--- src/rtl/tlal_ram.sv ---
// Generic simple dual-port RAM: one write port, one read port, registered read.
// No dependencies.
module tlal_ram #(
    parameter int WIDTH = 8,
    parameter int DEPTH = 16
) (
    input  logic                     i_clk,
    input  logic                     i_we,
    input  logic [$clog2(DEPTH)-1:0] i_waddr,
    input  logic [WIDTH-1:0]         i_wdata,
    input  logic [$clog2(DEPTH)-1:0] i_raddr,
    output logic [WIDTH-1:0]         o_rdata
);

    logic [WIDTH-1:0] r_mem [DEPTH];
    logic [WIDTH-1:0] r_rdata;

    always_ff @(posedge i_clk) begin
        if (i_we) begin
            r_mem[i_waddr] <= i_wdata;
        end
        r_rdata <= r_mem[i_raddr];
    end

    assign o_rdata = r_rdata;

endmodule

--- config.mk ---
export PLATFORM = sky130hd
export DESIGN_NAME = tlal_ram
export DESIGN_NICKNAME = d
export VERILOG_FILES = /design/src/rtl/tlal_ram.sv
export SDC_FILE = /design/constraint.sdc
export NUM_CORES = 1
export LEC_CHECK = 0
export ABC_AREA = 1
export BUFFER_PORTS_ARGS = -buffer_cell sky130_fd_sc_hd__buf_2
export CELL_PAD_IN_SITES_DETAIL_PLACEMENT = 0
export CELL_PAD_IN_SITES_GLOBAL_PLACEMENT = 1
export CORE_MARGIN = 1
export CORE_UTILIZATION = 30
export CTS_BUF_LIST = sky130_fd_sc_hd__clkbuf_16
export CTS_CLUSTER_SIZE = 8
export DETAILED_ROUTE_END_ITERATION = 8
export PLACE_DENSITY_LB_ADDON = 0.1
export SETUP_SLACK_MARGIN = 0.3
export SLEW_MARGIN = 25
export SYNTH_ARGS = -nofsm -noshare
export SYNTH_HDL_FRONTEND = slang
export SYNTH_SLANG_ARGS = --single-unit
--- constraint.sdc ---
create_clock -name i_clk -period 1.56 [get_ports i_clk]
set_input_delay 0.312 -clock i_clk [delete_from_list [all_inputs] [get_ports i_clk]]
set_output_delay 0.312 -clock i_clk [all_outputs]
set_load 0.02 [all_outputs]
* After elaboration in Yosys (flattened, before gate mapping)
Memory sizes are Yosys's and may differ from the RTL's. A register that Yosys moved wholly into a read port is not among the register bits.
Index checks and enable logic that the tools add are counted.
** Storage, ports and cells
- Input bits :: 18
- Logic and storage cells :: 3
- Register bits after elaboration :: 0
- Latch bits :: 0
- Output and inout bits :: 8
- Memories kept :: 1
- Memory bits (read-only) :: 0
- Memory bits (writable) :: 128
** Memory list
- r_mem :: words 16, bits a word 8, read ports 1, clocked after Yosys merged registers in 1, write ports 1, line 15 : logic [WIDTH-1:0] r_mem [DEPTH];
** Cells by class
- Shifts and indexed selects :: 0
- Eq/ne operators :: 0
- Divide/modulo/power cells :: 0
- Muxes and demuxes :: 2
- Reduce and logical (&&, ||, !) cells :: 0
- $mul :: 0
- Bitwise gates (word level) :: 0
- $lt $le $gt $ge :: 0
- $add $sub $neg :: 0
** Operators with widths (number)
- 2-to-1 mux 1 bit :: 2

* Longest topological paths before layout
Gate-level depths: netlist of run 1.
- Depth after elaboration :: 2
- Depth in mapped cells :: 8
- Mapped depth without buffers :: 7

* Worst setup path after synthesis of run 1
OpenSTA, ideal clock, no wires.
- Path kind :: input-to-reg
- Start point :: in i_waddr[2]
- End point :: mem r_mem[10][0], enable pin
- Required time :: 1.190 ns
- Path slack :: 0.297 ns
- Buffers on the path :: 0
- Stages on the path :: 2
- Data arrival time :: 0.893 ns
- Library setup time :: 0.370 ns
- Path through :: nand3b_1 -> nor2_1
** RTL lines
- start: declaration :: line 9 : input logic [$clog2(DEPTH)-1:0] i_waddr,
- end: declaration :: line 15
Straight into the memory's write port.

* Worst setup path in the final report of run 1
- Start point :: reg r_rdata[3], in the netlist o_rdata[3], read port of r_mem
- End point :: out o_rdata[3]
** RTL lines
- start: declaration :: line 16 : logic [WIDTH-1:0] r_rdata;
- end: declaration :: line 12 : output logic [WIDTH-1:0] o_rdata
No word-level cell between the ends.

==> flow_summary.json, run 1 <==
{
  "gr-total-overflow": 0,
  "core_area_um2": 18800,
  "clock_latency_ns": 0.42,
  "max_stage_delay_ns": 0.34,
  "wl_per_cell_um": 17.5,
  "num_rows": 50,
  "multi_input_area_um2": 1210,
  "ant_nets": 0,
  "pwr-share-clk_pct": 45.4,
  "cp.required_ns": 1.25,
  "drt_wl_total_um": 14800,
  "die_h_um": 141,
  "crit_path_end_kind": "primary output",
  "critPathTopFamily": "flip-flops",
  "path_clk_slew_ns": 0.06,
  "maxSlewHeadroom_pct": 72.5,
  "start_util_pct": 30.7,
  "die_w_um": 141,
  "grt_max_degree": 65,
  "hold_viol_final": 0,
  "r2r_start": "r_mem[9][5]",
  "crit_type": "reg2out",
  "start_kind": "register",
  "crit_buf_inv": 1,
  "syn_avg_cell_area_um2": 10.5,
  "crit_arrival_ns": 0.90,
  "hold_buffers": 0,
  "hold_path_startpoint": "i_wdata[2]",
  "rsz0062_at_grt": "false",
  "seqPwrFrac_pct": 47.9,
  "fin_skew_ns": 0.00511,
  "post_cts_buffers": 0,
  "p_leak_nw": 2.96,
  "worstPathCellList": "buf_4",
  "postPlaceCellArea_um2": 6280,
  "ir_worst_vdd_v": 0.000766,
  "outcome": "complete, no violations",
  "layout.nets": 616,
  "setup_viol_count_final": 0,
  "dr.first_iter.drc_count": 314,
  "synth_area_leaders": "edfxtp_1, nand2_1, nand3_1",
  "path_depth": 1,
  "min_period_over_period_pct": 77.8,
  "dieArea_um2": 19800,
  "combPwrFrac_pct": 6.7,
  "synth_warnings": 0,
  "cts_buffers": 17,
  "whs_path_depth": 1,
  "p_per_area_nw_per_um2": 1250,
  "path_max_fanout": 1,
  "tns_ns": 0,
  "clockBufferDepth": 2,
  "clock_sinks": 136,
  "grt_pass1_wl_um": 22100,
  "seqCellArea_um2": 4010,
  "routabilityCongestion": 0.707,
  "h-tree-depth": 4,
  "final_cell_area_um2": 6860,
  "power_switching_mw": 1.86,
  "cts_tree": "yes",
  "fillers": 1863,
  "diodes": 0,
  "min_period_ns": 1.21,
  "p_sw_share_pct": 21.7,
  "dp_hpwl_um": 8960,
  "slowest_stage": "dfxtp_2",
  "crit_start": "o_rdata[3]",
  "hold_class": "in2reg",
  "rr_worst_depth": 6,
  "root_buffer": "clkbuf_16",
  "syn_inst": 551,
  "synth-seq-cells": 136,
  "track_usage_pct": 15.9,
  "first_pass_iters": 4,
  "syn2layout_area_growth_pct": 19.0,
  "synth_top_area_share_pct": 66.7,
  "vias": 3730,
  "netlist_area_um2": 5770,
  "grt_pass1_vias": 3508,
  "syn_nets": 569,
  "drv_cap": 0,
  "ys_types": 12,
  "drive_above_1_share_pct": 13.1,
  "final_max_slew_viol_count": 0,
  "yosys.area.top_type": "edfxtp_1",
  "ios": 26,
  "tightest_slew_ns": 0.412,
  "portBuffers": 25,
  "p_int_mw": 6.71,
  "seq_area_frac_synth_pct": 69.4,
  "antenna_found_initial": 0,
  "vias_per_cell": 4.41,
  "fmax_ghz": 0.824,
  "drc": 0
}
[what timing repair did]
action	CTS	global route
gates resized for setup	5	0
endpoints found under the setup margin	2	0
endpoints found under the hold margin	0	0
[path summary, 6_finish.rpt]
| kind | to | slack, ns |
|---|---|---|
| worst max-delay path | o_rdata[3] | 0.35 |
| worst min-delay path | r_mem[11][2] | 0.32 |
| worst max register to register | o_rdata[5] | 0.50 |
| worst min register to register | o_rdata[3] | 0.66 |
[kinds of logic after synthesis]
| logic type | count (synthesis) | synth area share, % |
|---|---|---|
| and+or+nand+nor | 289 | 21.0 |
| buffers and inverters | 126 | 9.52 |
| DFF | 136 | 69.4 |
[layout by cell type, fill, tap and decap left out]
master,n
bufinv_16,3
buf_6,1
clkinv_1,6
buf_12,5
nor2_1,17
dfxtp_1,6
nand2_1,173
inv_2,2
buf_4,23
nand3b_1,2
nand3_1,97
buf_2,23
inv_1,102
edfxtp_1,128
clkinvlp_4,1
clkbuf_16,17
dfxtp_2,2
clkinv_2,3
[registers in the layout, indices dropped and copies added (netlist names)]
signal   cells
o_rdata      8
r_mem      128
[metal layers]
metal	routed length (um)	share of wire (%)	up-vias	track usage [%]
met5	0	0	-	0
met4	302	2.0	0	6.41
met3	394	2.7	20	3.33
met2	6690	45	53	24.2
met1	7410	50	1785	22.3
li1	-	-	1872	-
[through the flow]
step / cells / hold WS (ns) / power [mW] / setup WS, ns / utilization, %
floorplan: 551 / 0.411 / 4.50 / 0.297 / -
global placement: 813 / 0.665 / 4.77 / 0.110 / 33.5
detailed placement: 813 / 0.649 / 4.77 / 0.0936 / 33.5
CTS: 845 / 0.310 / 8.68 / 0.314 / 36.6
global route: 845 / 0.318 / 8.88 / 0.306 / 36.6
finish: 845 / 0.322 / 8.58 / 0.347 / 36.6
[power groups by stage]
stage	logic, mW	clock network (mW)	registers, mW
finish	0.575	3.89	4.11
global route	0.635	4.13	4.12
CTS	0.591	3.98	4.11
detailed placement	0.584	0	4.18
global placement	0.585	0	4.19
floorplan	0.288	0	4.21
[cell type report]
class	instances	area share, %
clock buffer	17	6.20
clock inverter	15	2.08
inverter	102	5.58
multi-input combinational	289	17.7
sequential	136	58.4
tap	234	4.27
timing repair buffer	52	5.82
[cell usage after synthesis, drive strengths merged]
master / instances
nand2: 173
edfxtp: 128
inv: 102
nand3: 97
buf: 24
nor2: 17
dfxtp: 8
nand3b: 2
Note: power is estimated with default switching activity, not from simulation.
==> run 2, diff against run 1 <==
Clock period 1.56 ns to 1.1 ns, I/O delays scaled along.
==> run 2 against run 1 <==
Largest power group unchanged; sequential power increased by 42%; non-clock buffer count increased by 4; core utilization increased by 3.9 points; sequential share of layout area decreased by 5.5 points; cell count increased by 0.59%; clock-buffer cell count unchanged; largest cell class unchanged; highest routed layer unchanged; flip-flop and latch count unchanged.
==> flow_summary.json, run 2 (synthesis results as in run 1) <==
{
  "hold_buffers": 0,
  "cts_buffers": 17,
  "die_h_um": 141,
  "ir_worst_vdd_v": 0.00107,
  "regMostFlops": "r_mem",
  "outcome": "complete, no violations",
  "fmax_ghz": 0.929,
  "start_util_pct": 30.7,
  "drv_cap": 0,
  "vias": 3761,
  "gr-total-overflow": 0,
  "drive_above_1_share_pct": 30.4,
  "ios": 26,
  "fillers": 1809,
  "clock_latency_ns": 0.42,
  "drt_wl_total_um": 14700,
  "dr.first_iter.drc_count": 238,
  "grt_pass1_vias": 3726,
  "crit_arrival_ns": 0.86,
  "first_pass_iters": 4,
  "core_area_um2": 18800,
  "h-tree-depth": 4,
  "dp_hpwl_um": 9500,
  "vias_per_cell": 4.42,
  "path_max_fanout": 1,
  "crit_buf_inv": 1,
  "pwr-share-clk_pct": 43.5,
  "critPathTopFamily": "flip-flops",
  "cts_tree": "yes",
  "combPwrFrac_pct": 8.7,
  "portBuffers": 25,
  "path_clk_slew_ns": 0.06,
  "antenna_found_initial": 0,
  "most-common-layout-cells": "nand2_1, edfxtp_1, inv_1",
  "seqPwrFrac_pct": 47.7,
  "cp.required_ns": 0.88,
  "worstPathCellList": "buf_6",
  "p_leak_nw": 3.17,
  "clockBufferDepth": 2,
  "syn2layout_area_growth_pct": 31.6,
  "maxSlewHeadroom_pct": 69.3,
  "layoutNonFillerInstCount": 850,
  "dieArea_um2": 19800,
  "power_switching_mw": 2.79,
  "placed_cells": 815,
  "utilization_pct": 40.4,
  "crit_type": "reg2out",
  "hold_class": "in2reg",
  "hold_viol_final": 0,
  "setup_viol_count_final": 0,
  "track_usage_pct": 16.1,
  "min_period_over_period_pct": 97.9,
  "drc": 0,
  "grt_max_degree": 36,
  "layout.nets": 620,
  "num_rows": 50,
  "final_max_slew_viol_count": 0,
  "postPlaceCellArea_um2": 6590,
  "start_kind": "register",
  "layout_commonest_cell": "nand2_1",
  "p_int_mw": 9.45,
  "clock_sinks": 136,
  "multi_input_area_um2": 1690,
  "root_buffer": "clkbuf_16",
  "die_w_um": 141,
  "ant_nets": 0,
  "seqCellArea_um2": 4010,
  "min_period_ns": 1.08,
  "crit_path_end_kind": "primary output",
  "rsz0062_at_grt": "true",
  "tightest_slew_ns": 0.461,
  "largest_reg_flops": 128,
  "grt_pass1_wl_um": 22900,
  "p_sw_share_pct": 22.8,
  "slowest_stage": "dfxtp_2",
  "wl_per_cell_um": 17.4,
  "routabilityCongestion": 0.727,
  "fin_skew_ns": 0.00804,
  "p_per_area_nw_per_um2": 1610,
  "max_stage_delay_ns": 0.32,
  "final_cell_area_um2": 7590
}
-- run 2: cell types whose count changed in the layout (fill, tap and decap cells not counted), sizes merged --
cell	before	now
buf	52	56
inv	104	106
bufinv	3	2
diode	0	1
clkinv	9	8
-- run 2: final cells by class --
| class | count | share of cell area, % |
|---|---|---|
| Sequential cell | 136 | 52.9 |
| Multi-Input combinational cell | 289 | 22.3 |
| Timing Repair Buffer | 56 | 8.57 |
| Clock buffer | 17 | 5.60 |
| Inverter | 102 | 5.21 |
| Tap cell | 234 | 3.86 |
| Clock inverter | 15 | 1.60 |
| Antenna cell | 1 | 0.0330 |
-- run 2: power by group through the flow --
stage / Sequential (mW) / Combinational [mW] / Clock [mW]
6_report: 5.84 / 1.07 / 5.33
5_1_grt: 5.85 / 1.17 / 5.65
4_1_cts: 5.84 / 1.04 / 5.43
3_5_place_dp: 5.93 / 0.935 / 0
3_3_place_gp: 5.93 / 0.938 / 0
2_1_floorplan: 5.97 / 0.492 / 0
-- run 2: worst paths after layout --
check                     from  depth (start not counted)  slack [ns]            to
setup reg to reg   r_mem[3][3]                          6        0.14    o_rdata[3]
hold / removal      i_wdata[7]                          2        0.17  r_mem[11][7]
hold reg to reg   r_mem[12][5]                          6        0.66    o_rdata[5]
setup / recovery    o_rdata[6]                          1        0.02    o_rdata[6]
-- run 2: timing repair --
item,CTS,global route
pin swaps,25,23
endpoints found under the setup margin,71,64
cloned,0,0
setup buffers,2,0
resized for setup,61,41
-- run 2: metal layers --
metal	GRT usage, %	wire length [um]
met5	0	0
met4	5.49	219
met3	3.23	461
met2	25.6	6890
met1	22.0	7170
-- run 2: metrics by stage --
step                setup slack [ns]  TNS (ns)  hold slack (ns)  total power, mW
floorplan                    0.00636         0            0.319             6.46
global placement              -0.304    -19.05            0.606             6.87
detailed placement            -0.259    -20.83            0.610             6.87
CTS                         -0.00383  -0.00518            0.172             12.3
global route                 -0.0116   -0.0207            0.160             12.7
finish                        0.0232         0            0.170             12.2
