**config.mk**
```make
export PLATFORM = sky130hd
export DESIGN_NAME = tlal_row_engine
export DESIGN_NICKNAME = d
export VERILOG_FILES = /design/src/rtl/tlal_pkg.sv /design/src/rtl/tlal_lane.sv /design/src/rtl/tlal_row_engine.sv
export SDC_FILE = /design/constraint.sdc
export NUM_CORES = 2
export LEC_CHECK = 0
export ABC_AREA = 1
export BUFFER_PORTS_ARGS = -buffer_cell sky130_fd_sc_hd__buf_4
export CAP_MARGIN = 20
export CORE_AREA = 3 3 606 608
export DETAILED_ROUTE_END_ITERATION = 7
export DIE_AREA = 0 0 609 611
export PLACE_DENSITY = 0.39
export SETUP_SLACK_MARGIN = 0.3
export SYNTH_ARGS = -nofsm -noshare
export SYNTH_HDL_FRONTEND = slang
export SYNTH_SLANG_ARGS = --single-unit
```
**constraint.sdc**
```tcl
create_clock -name vclk -period 13.9
set_input_delay 1.39 -clock vclk [all_inputs]
set_output_delay 1.39 -clock vclk [all_outputs]
set_load 0.01 [all_outputs]
```
**src/rtl/tlal_pkg.sv**
```systemverilog
// Shared types, sizes and codes for the toroidal life unit with age limit.
// No dependencies; every other file of the block but tlal_ram imports this package.
package tlal_pkg;

    // Grid geometry
    localparam int GRID_ROWS = 64;
    localparam int ROW_CELLS = 64;
    localparam int AGE_W     = 10;
    localparam int DATA_W    = 64;

    localparam int ROW_AW = $clog2(GRID_ROWS);
    localparam int ROW_CW = $clog2(GRID_ROWS + 1);
    localparam int COL_AW = $clog2(ROW_CELLS);
    localparam int COL_CW = $clog2(ROW_CELLS + 1);

    // Rule and limits
    localparam int LIFE_BIRTH  = 3;
    localparam int LIFE_STAY   = 2;
    localparam int MIN_ACTIVE  = 3;
    localparam int NBR_COUNT   = 8;
    localparam int NBR_CW      = 4;

    // Configuration port
    localparam int CFG_AW = 4;
    localparam int CFG_DW = 32;
    localparam logic [1:0] CFG_AGE_LIMIT   = 2'd0;
    localparam logic [1:0] CFG_ACTIVE_ROWS = 2'd1;
    localparam logic [1:0] CFG_ACTIVE_COLS = 2'd2;

    localparam logic [9:0] AGE_LIMIT_RST   = 10'd600;
    localparam logic [6:0] ACTIVE_ROWS_RST = 7'd64;
    localparam logic [6:0] ACTIVE_COLS_RST = 7'd64;

    // Request codes
    localparam logic [1:0] REQ_WRITE   = 2'd0;
    localparam logic [1:0] REQ_READ    = 2'd1;
    localparam logic [1:0] REQ_ADVANCE = 2'd2;
    localparam logic [1:0] REQ_NONE    = 2'd3;

    typedef logic [ROW_CELLS-1:0]            t_row;
    typedef logic [ROW_CELLS-1:0][AGE_W-1:0] t_age_row;

    typedef struct packed {
        logic [1:0]        req_type;
        logic [5:0]        row_index;
        logic [DATA_W-1:0] row_bits;
    } t_in_word;

    typedef struct packed {
        logic [DATA_W-1:0] row_out;
        logic [1:0]        done_kind;
    } t_out_word;

    // Three old rows around the row being updated
    typedef struct packed {
        t_row up;
        t_row mid;
        t_row dn;
    } t_window;

    typedef struct packed {
        logic [NBR_COUNT-1:0] nb;
        logic                 was;
        logic [AGE_W-1:0]     age;
    } t_lane_in;

    typedef struct packed {
        logic             alive;
        logic [AGE_W-1:0] age;
    } t_lane_out;

endpackage

```
**src/rtl/tlal_lane.sv**
```systemverilog
// One cell lane: B3/S23 rule plus age count, saturation and kill at the limit.
// Depends on tlal_pkg.
module tlal_lane import tlal_pkg::*; (
    input  t_lane_in         i_lane,
    input  logic [AGE_W-1:0] i_limit,
    output t_lane_out        o_lane
);

    logic [NBR_CW-1:0] cnt;
    logic              now;
    logic [AGE_W:0]    age_inc;
    logic [AGE_W-1:0]  age_sat;

    always_comb begin
        cnt = '0;
        for (int i = 0; i < NBR_COUNT; i++) begin
            cnt = cnt + NBR_CW'(i_lane.nb[i]);
        end
        now = (cnt == NBR_CW'(LIFE_BIRTH)) || ((cnt == NBR_CW'(LIFE_STAY)) && i_lane.was);

        age_inc = {1'b0, i_lane.age} + 1'b1;
        if (age_inc > {1'b0, i_limit}) begin
            age_sat = i_limit;
        end else begin
            age_sat = age_inc[AGE_W-1:0];
        end

        if (now && (i_lane.was || (i_lane.age >= i_limit))) begin
            o_lane.age   = age_sat;
            o_lane.alive = (age_sat < i_limit);
        end else begin
            o_lane.age   = '0;
            o_lane.alive = now;
        end
    end

endmodule

```
**src/rtl/tlal_row_engine.sv**
```systemverilog
// Row engine: one lane per cell, wrap at the active width, merge into new row words.
// Depends on tlal_pkg and tlal_lane.
module tlal_row_engine import tlal_pkg::*; (
    input  t_window           i_win,
    input  t_age_row          i_age,
    input  logic [COL_CW-1:0] i_ncols,
    input  logic [AGE_W-1:0]  i_limit,
    output t_row              o_row,
    output t_age_row          o_age
);

    logic [COL_AW-1:0] nc_m1;
    logic              wrap_up;
    logic              wrap_mid;
    logic              wrap_dn;

    assign nc_m1    = COL_AW'(i_ncols - COL_CW'(1));
    // last active column, left neighbor of column zero
    assign wrap_up  = i_win.up[nc_m1];
    assign wrap_mid = i_win.mid[nc_m1];
    assign wrap_dn  = i_win.dn[nc_m1];

    for (genvar x = 0; x < ROW_CELLS; x++) begin : g_lane
        localparam int XL = (x > 0) ? x - 1 : 0;
        localparam int XR = (x < ROW_CELLS - 1) ? x + 1 : 0;

        logic      at_left;
        logic      at_right;
        logic      active;
        logic      l_up, l_mid, l_dn;
        logic      r_up, r_mid, r_dn;
        t_lane_in  lane_in;
        t_lane_out lane_out;

        assign at_left  = (x == 0);
        assign at_right = (COL_AW'(x) == nc_m1);
        assign active   = (COL_CW'(x) < i_ncols);

        assign l_up  = at_left  ? wrap_up     : i_win.up[XL];
        assign l_mid = at_left  ? wrap_mid    : i_win.mid[XL];
        assign l_dn  = at_left  ? wrap_dn     : i_win.dn[XL];
        assign r_up  = at_right ? i_win.up[0]  : i_win.up[XR];
        assign r_mid = at_right ? i_win.mid[0] : i_win.mid[XR];
        assign r_dn  = at_right ? i_win.dn[0]  : i_win.dn[XR];

        assign lane_in.nb  = {l_up, i_win.up[x], r_up, l_mid, r_mid, l_dn, i_win.dn[x], r_dn};
        assign lane_in.was = i_win.mid[x];
        assign lane_in.age = i_age[x];

        tlal_lane u_lane (
            .i_lane  (lane_in),
            .i_limit (i_limit),
            .o_lane  (lane_out)
        );

        // hold cells outside the active width
        assign o_row[x] = active ? lane_out.alive : i_win.mid[x];
        assign o_age[x] = active ? lane_out.age   : i_age[x];
    end

endmodule

```
After elaboration in Yosys (flattened, before gate mapping)
Cells that the tools add are included.

Flip-flop bits (word level): 0. Input port bits: 849. Logic and storage cells: 1668.

Add/sub/neg operators: 513. Order comparisons: 257. Equal/unequal tests: 190. Multiplexer cells: 451. Reduce and logical (&&, ||, !) cells: 257.

Operators with widths (count): adder 4 x 1 -> 4 bit (384); 2-to-1 mux 10 bit (128); adder 10 x 1 -> 11 bit, second input constant (64); greater-than comparator 11 x 10 -> 1 bit (64); 2-to-1 mux 11 bit (64); greater-or-equal comparator 10 bit (64); less-than comparator 10 bit (64); == test 4 x 2 -> 1 bit, second input constant (128); 2-to-1 mux 1 bit (256); less-than comparator 6 x 7 -> 1 bit, first input constant (32); == test 6 bit, first input constant (31); adder 1 x 1 -> 2 bit (64); logical AND 1 bit (128); logical OR 1 bit (128); less-than comparator 5 x 7 -> 1 bit, first input constant (16); == test 5 x 6 -> 1 bit, first input constant (16); less-than comparator 4 x 7 -> 1 bit, first input constant (8); == test 4 x 6 -> 1 bit, first input constant (8); less-than comparator 3 x 7 -> 1 bit, first input constant (4); == test 3 x 6 -> 1 bit, first input constant (4); binary-select mux 1 bit (select 6 bit) (3); less-than comparator 1 x 7 -> 1 bit, first input constant (2); less-than comparator 2 x 7 -> 1 bit, first input constant (2); == test 2 x 6 -> 1 bit, first input constant (2); other kinds (4) (4).

Logic depth before layout (Yosys ltp)
Depth in word-level cells: 16. Mapped depth: 32.

Hierarchy
Synthesis repeated with hierarchy kept, for this count alone.

Cell total of the unflattened synthesis: 15260. Area total of the unflattened synthesis: 101127.0 µm².

Modules (own cells, without submodules): tlal_lane at g_lane[0].u_lane ... (instances 33, cells an instance 203, area each 1370.1 µm², seq. area each 0.0 µm²); tlal_lane at g_lane[32].u_lane ... (instances 27, cells an instance 204, area each 1361.3 µm², seq. area each 0.0 µm²); tlal_row_engine (instances 1, cells an instance 2238, area each 13669.4 µm², seq. area each 0.0 µm²); tlal_lane at g_lane[31].u_lane (instances 1, cells an instance 203, area each 1376.3 µm², seq. area each 0.0 µm²); tlal_lane at g_lane[60].u_lane (instances 1, cells an instance 204, area each 1376.3 µm², seq. area each 0.0 µm²); tlal_lane at g_lane[9].u_lane (instances 1, cells an instance 204, area each 1373.8 µm², seq. area each 0.0 µm²); tlal_lane at g_lane[62].u_lane (instances 1, cells an instance 204, area each 1363.8 µm², seq. area each 0.0 µm²).

Worst setup path after synthesis
Ideal clock, no wire load.

Path kind: input port to output port. Start point: in i_limit[9]. End point: out o_row[55]. Arrival: 10.069 ns. Data required time: 12.510 ns. Slack: 2.441 ns. Stages on the path: 22. Path buffers: 4. Path through: clkbuf_1 -> inv_1 -> clkbuf_1 -> clkbuf_1 -> ha_1 -> nand2_1 -> inv_1 -> nand2_1 -> nand2_1 -> nor2_1 -> nand2_1 -> a21boi_1 -> clkbuf_1 -> o21ai_0 -> ha_1 -> a21oi_1 -> nor2_1 -> a2111oi_0 -> nand2_1 -> nand2_1 -> nand2_1 -> nand2_1.

Cells in the longest elaborated chain, start to end: 5. Elaborated cells between the ends (all ways): 8. Classes of those cells: order compare (3); mux (3); reduce/logical (2).

RTL lines: from (decl) (line tlal_row_engine.sv:7) `input logic [AGE_W-1:0] i_limit,`; greater-than comparator 11 x 10 -> 1 bit or greater-or-equal comparator 10 bit (tied branches) (line tlal_lane.sv:22, tlal_lane.sv:28); 2-to-1 mux 10 bit or logical OR 1 bit (tied branches) (line tlal_lane.sv:22, tlal_lane.sv:28); less-than comparator 10 bit or logical AND 1 bit (tied branches) (line tlal_lane.sv:30, tlal_lane.sv:28); 2-to-1 mux 11 bit * (line tlal_lane.sv:28) `if (now && (i_lane.was || (i_lane.age >= i_limit))) begin`; 2-to-1 mux 1 bit * (line tlal_row_engine.sv:57) `assign o_row[x] = active ? lane_out.alive : i_win.mid[x];`; to (decl) (line tlal_row_engine.sv:8) `output t_row o_row,`.

Every way passes the cells marked *; elsewhere a longest branch is shown, timed or not.

==> impl_metrics.ini <==
[run_status]
outcome = complete, no violations

[placed_design]
postPlaceCellArea_um2 = 102000
io_buffers = 1553
place_inst = 19900
place_congestion = 0.947
hpwl_mm = 443

[yosys]
synthCells = 13700
yosys_warnings = 0
syn_area_um2 = 84200
synth-seq-area-share = 0
yosysUniqueCellTypes = 59
avgSynthCellArea_um2 = 6.16
synth.net_count = 16900

[sta]
setup_violations = 0
final_max_slew_viol_count = 0
slew_headroom = 0.216
min_period_ns = 10.28
tns_ns = 0
worst_slew_pin_slew_ns = 1.17
finalHoldViolCount = 0
fmax_ghz = 0.0973
rsz0062_at_grt = no
finalCritPeriodShare = 0.740

[die]
dieArea_um2 = 372000
core_um2 = 362000
start_util = 0.232
die_x_um = 609
die_h_um = 611
num_rows = 221
io_pins = 1553

[worst_hold_path]
holdPathEnd = o_age[211]
hold_start = i_age[211]
hold_path_class = in -> out
whs_path_depth = 4

[global_routing]
grt_max_degree = 80
grt_usage = 0.266
grt_antenna_before_repair = 207
grt_pass1_wl_mm = 721
overflow = 0
grt_pass1_vias = 95700

[detailed_routing]
postRouteAntennaNets = 0
route.detailed.drc = 0
wirelength_mm = 519
route.vias.total = 98600
vias_per_cell = 4.92
avgRoutedWirePerCell_um = 25.9
drtPass1Iterations = 6
first_iter_violations = 7288

[clock_network]
cts_hold_buf = 0
post_cts_buffers = 0
cts_resized = 0

[layout]
layout_common_cells = nand2_1, ha_1, inv_1
fin_cells = 20000
fin_area_um2 = 103000
nets = 18300
final_common_cell = nand2_1
seq_cell_count = 0
drive_above_1_share = 0.122
seq_area_um2 = 0
area_delta_synth_final_pct = 21.8
clkbuf_count = 0

[power]
ir_drop_mv = 0.0251
power_density_nw_per_um2 = 56.1
leakagePower_nw = 55.6
finalPower_mw = 5.75

[worst_setup_path]
worst-path-max-fanout = 61
end_kind = output pin
cp.required_ns = 12.51
critical_path.startpoint_type = primary input
cp_data_arrival_time_ns = 8.89
crit_type = in -> out

[run]
drv_cap = 0
-- worst max path at each step --
stage	cells past startpoint	slack, ns	end	start
final	27	3.62	o_age[179]	i_ncols[0]
after global routing	26	2.96	o_age[179]	i_ncols[0]
after CTS	27	3.53	o_age[179]	i_ncols[0]
after detailed placement	27	3.54	o_age[179]	i_ncols[0]
after global placement	26	3.68	o_age[179]	i_ncols[0]
after floorplan	22	2.44	o_row[55]	i_limit[9]
-- per-stage QoR --
step	hold slack, ns	util	setup WS [ns]
finish	3.12	0.283	3.62
CTS	3.12	0.282	3.53
global route	3.14	0.283	2.96
global placement	3.11	0.282	3.68
detailed placement	3.12	0.282	3.54
floorplan	2.90	-	2.44
-- metal layers --
metal	vias to the layer above	part of all wire	routed length, um	global-route usage
li1	49100	-	-	-
met1	45900	0.44	227000	0.338
met5	-	0.00085	444	0
met3	714	0.046	24000	0.0304
met2	2838	0.46	238000	0.441
met4	64	0.058	30300	0.140
-- where the power goes --
part / leakage (nW) / switching (mW) / internal, mW
Combinational: 55.6 / 3.70 / 2.05
Sequential: 0 / 0 / 0
Clock: 0.000841 / 0 / 0.00000124
Total: 55.6 / 3.70 / 2.05
-- critical path: stages --
cell	delay, ns
buf_6	0.37
inv_2	0.33
ha_1	0.33
xnor2_1	0.36
inv_1	0.17
nor2_2	0.40
inv_1	0.22
nor2_1	0.52
nand2_1	0.34
nand2_1	0.12
o21ai_0	0.09
ha_1	0.30
inv_1	0.05
fa_1	0.46
fa_1	0.57
inv_1	0.05
fa_1	0.38
inv_1	0.08
fa_1	0.41
a2111oi_1	0.87
nand2_1	0.11
inv_1	0.11
nand2_1	0.23
inv_1	0.17
nand2_1	0.07
o21ai_0	0.15
buf_4	0.18
-- Yosys cell counts, types with 8 or more instances --
library cell | n | area share
o22ai_1 | 175 | 0.013
buf_1 | 9 | 0.00040
ha_1 | 2117 | 0.31
o21ai_1 | 12 | 0.00071
o211a_1 | 31 | 0.0037
nor2_2 | 8 | 0.00059
o211ai_1 | 65 | 0.0058
o2111ai_1 | 13 | 0.0014
a21o_1 | 52 | 0.0046
o21ai_0 | 1263 | 0.075
o21ai_2 | 9 | 0.00094
buf_2 | 9 | 0.00053
a21boi_0 | 14 | 0.0012
a2111oi_0 | 64 | 0.0067
clkbuf_1 | 213 | 0.0095
nand3b_1 | 29 | 0.0026
a21oi_1 | 709 | 0.042
fa_1 | 256 | 0.061
clkinv_1 | 19 | 0.00085
o31ai_1 | 10 | 0.00089
nand2_1 | 3649 | 0.16
xor2_1 | 415 | 0.043
nor4_1 | 77 | 0.0057
nand4_1 | 206 | 0.015
o21a_1 | 180 | 0.016
nor3_1 | 151 | 0.0090
a22o_1 | 123 | 0.013
nand3_1 | 479 | 0.028
a22oi_1 | 18 | 0.0016
inv_2 | 49 | 0.0022
o21bai_1 | 15 | 0.0013
a31oi_1 | 89 | 0.0066
and3_1 | 18 | 0.0013
nor2_1 | 1006 | 0.045
or2_2 | 8 | 0.00059
o221a_2 | 11 | 0.0015
a211oi_1 | 33 | 0.0029
inv_1 | 1983 | 0.088
-- logic make-up (layout without fill, tap and decap cells) --
kind of cell	Yosys count	count (layout)	synth area share
other	0	133	0
AND/OR/NAND/NOR	5662	5662	0.276
buffers and inverters	2289	3729	0.103
XOR/XNOR	416	416	0.0433
AO/OA/AOI/OAI	2917	2917	0.203
adder cells (fa/ha/maj)	2373	2373	0.375
-- area by class of cell --
| cell class | count | area, um2 |
|---|---|---|
| diodes | 133 | 333 |
| fillers | 41600 | 260000 |
| multi-input cells | 11400 | 75600 |
| repair buffers | 1676 | 12800 |
| inverters | 2053 | 7790 |
| well taps | 4794 | 6000 |
(Power assumes the default switching activity.)
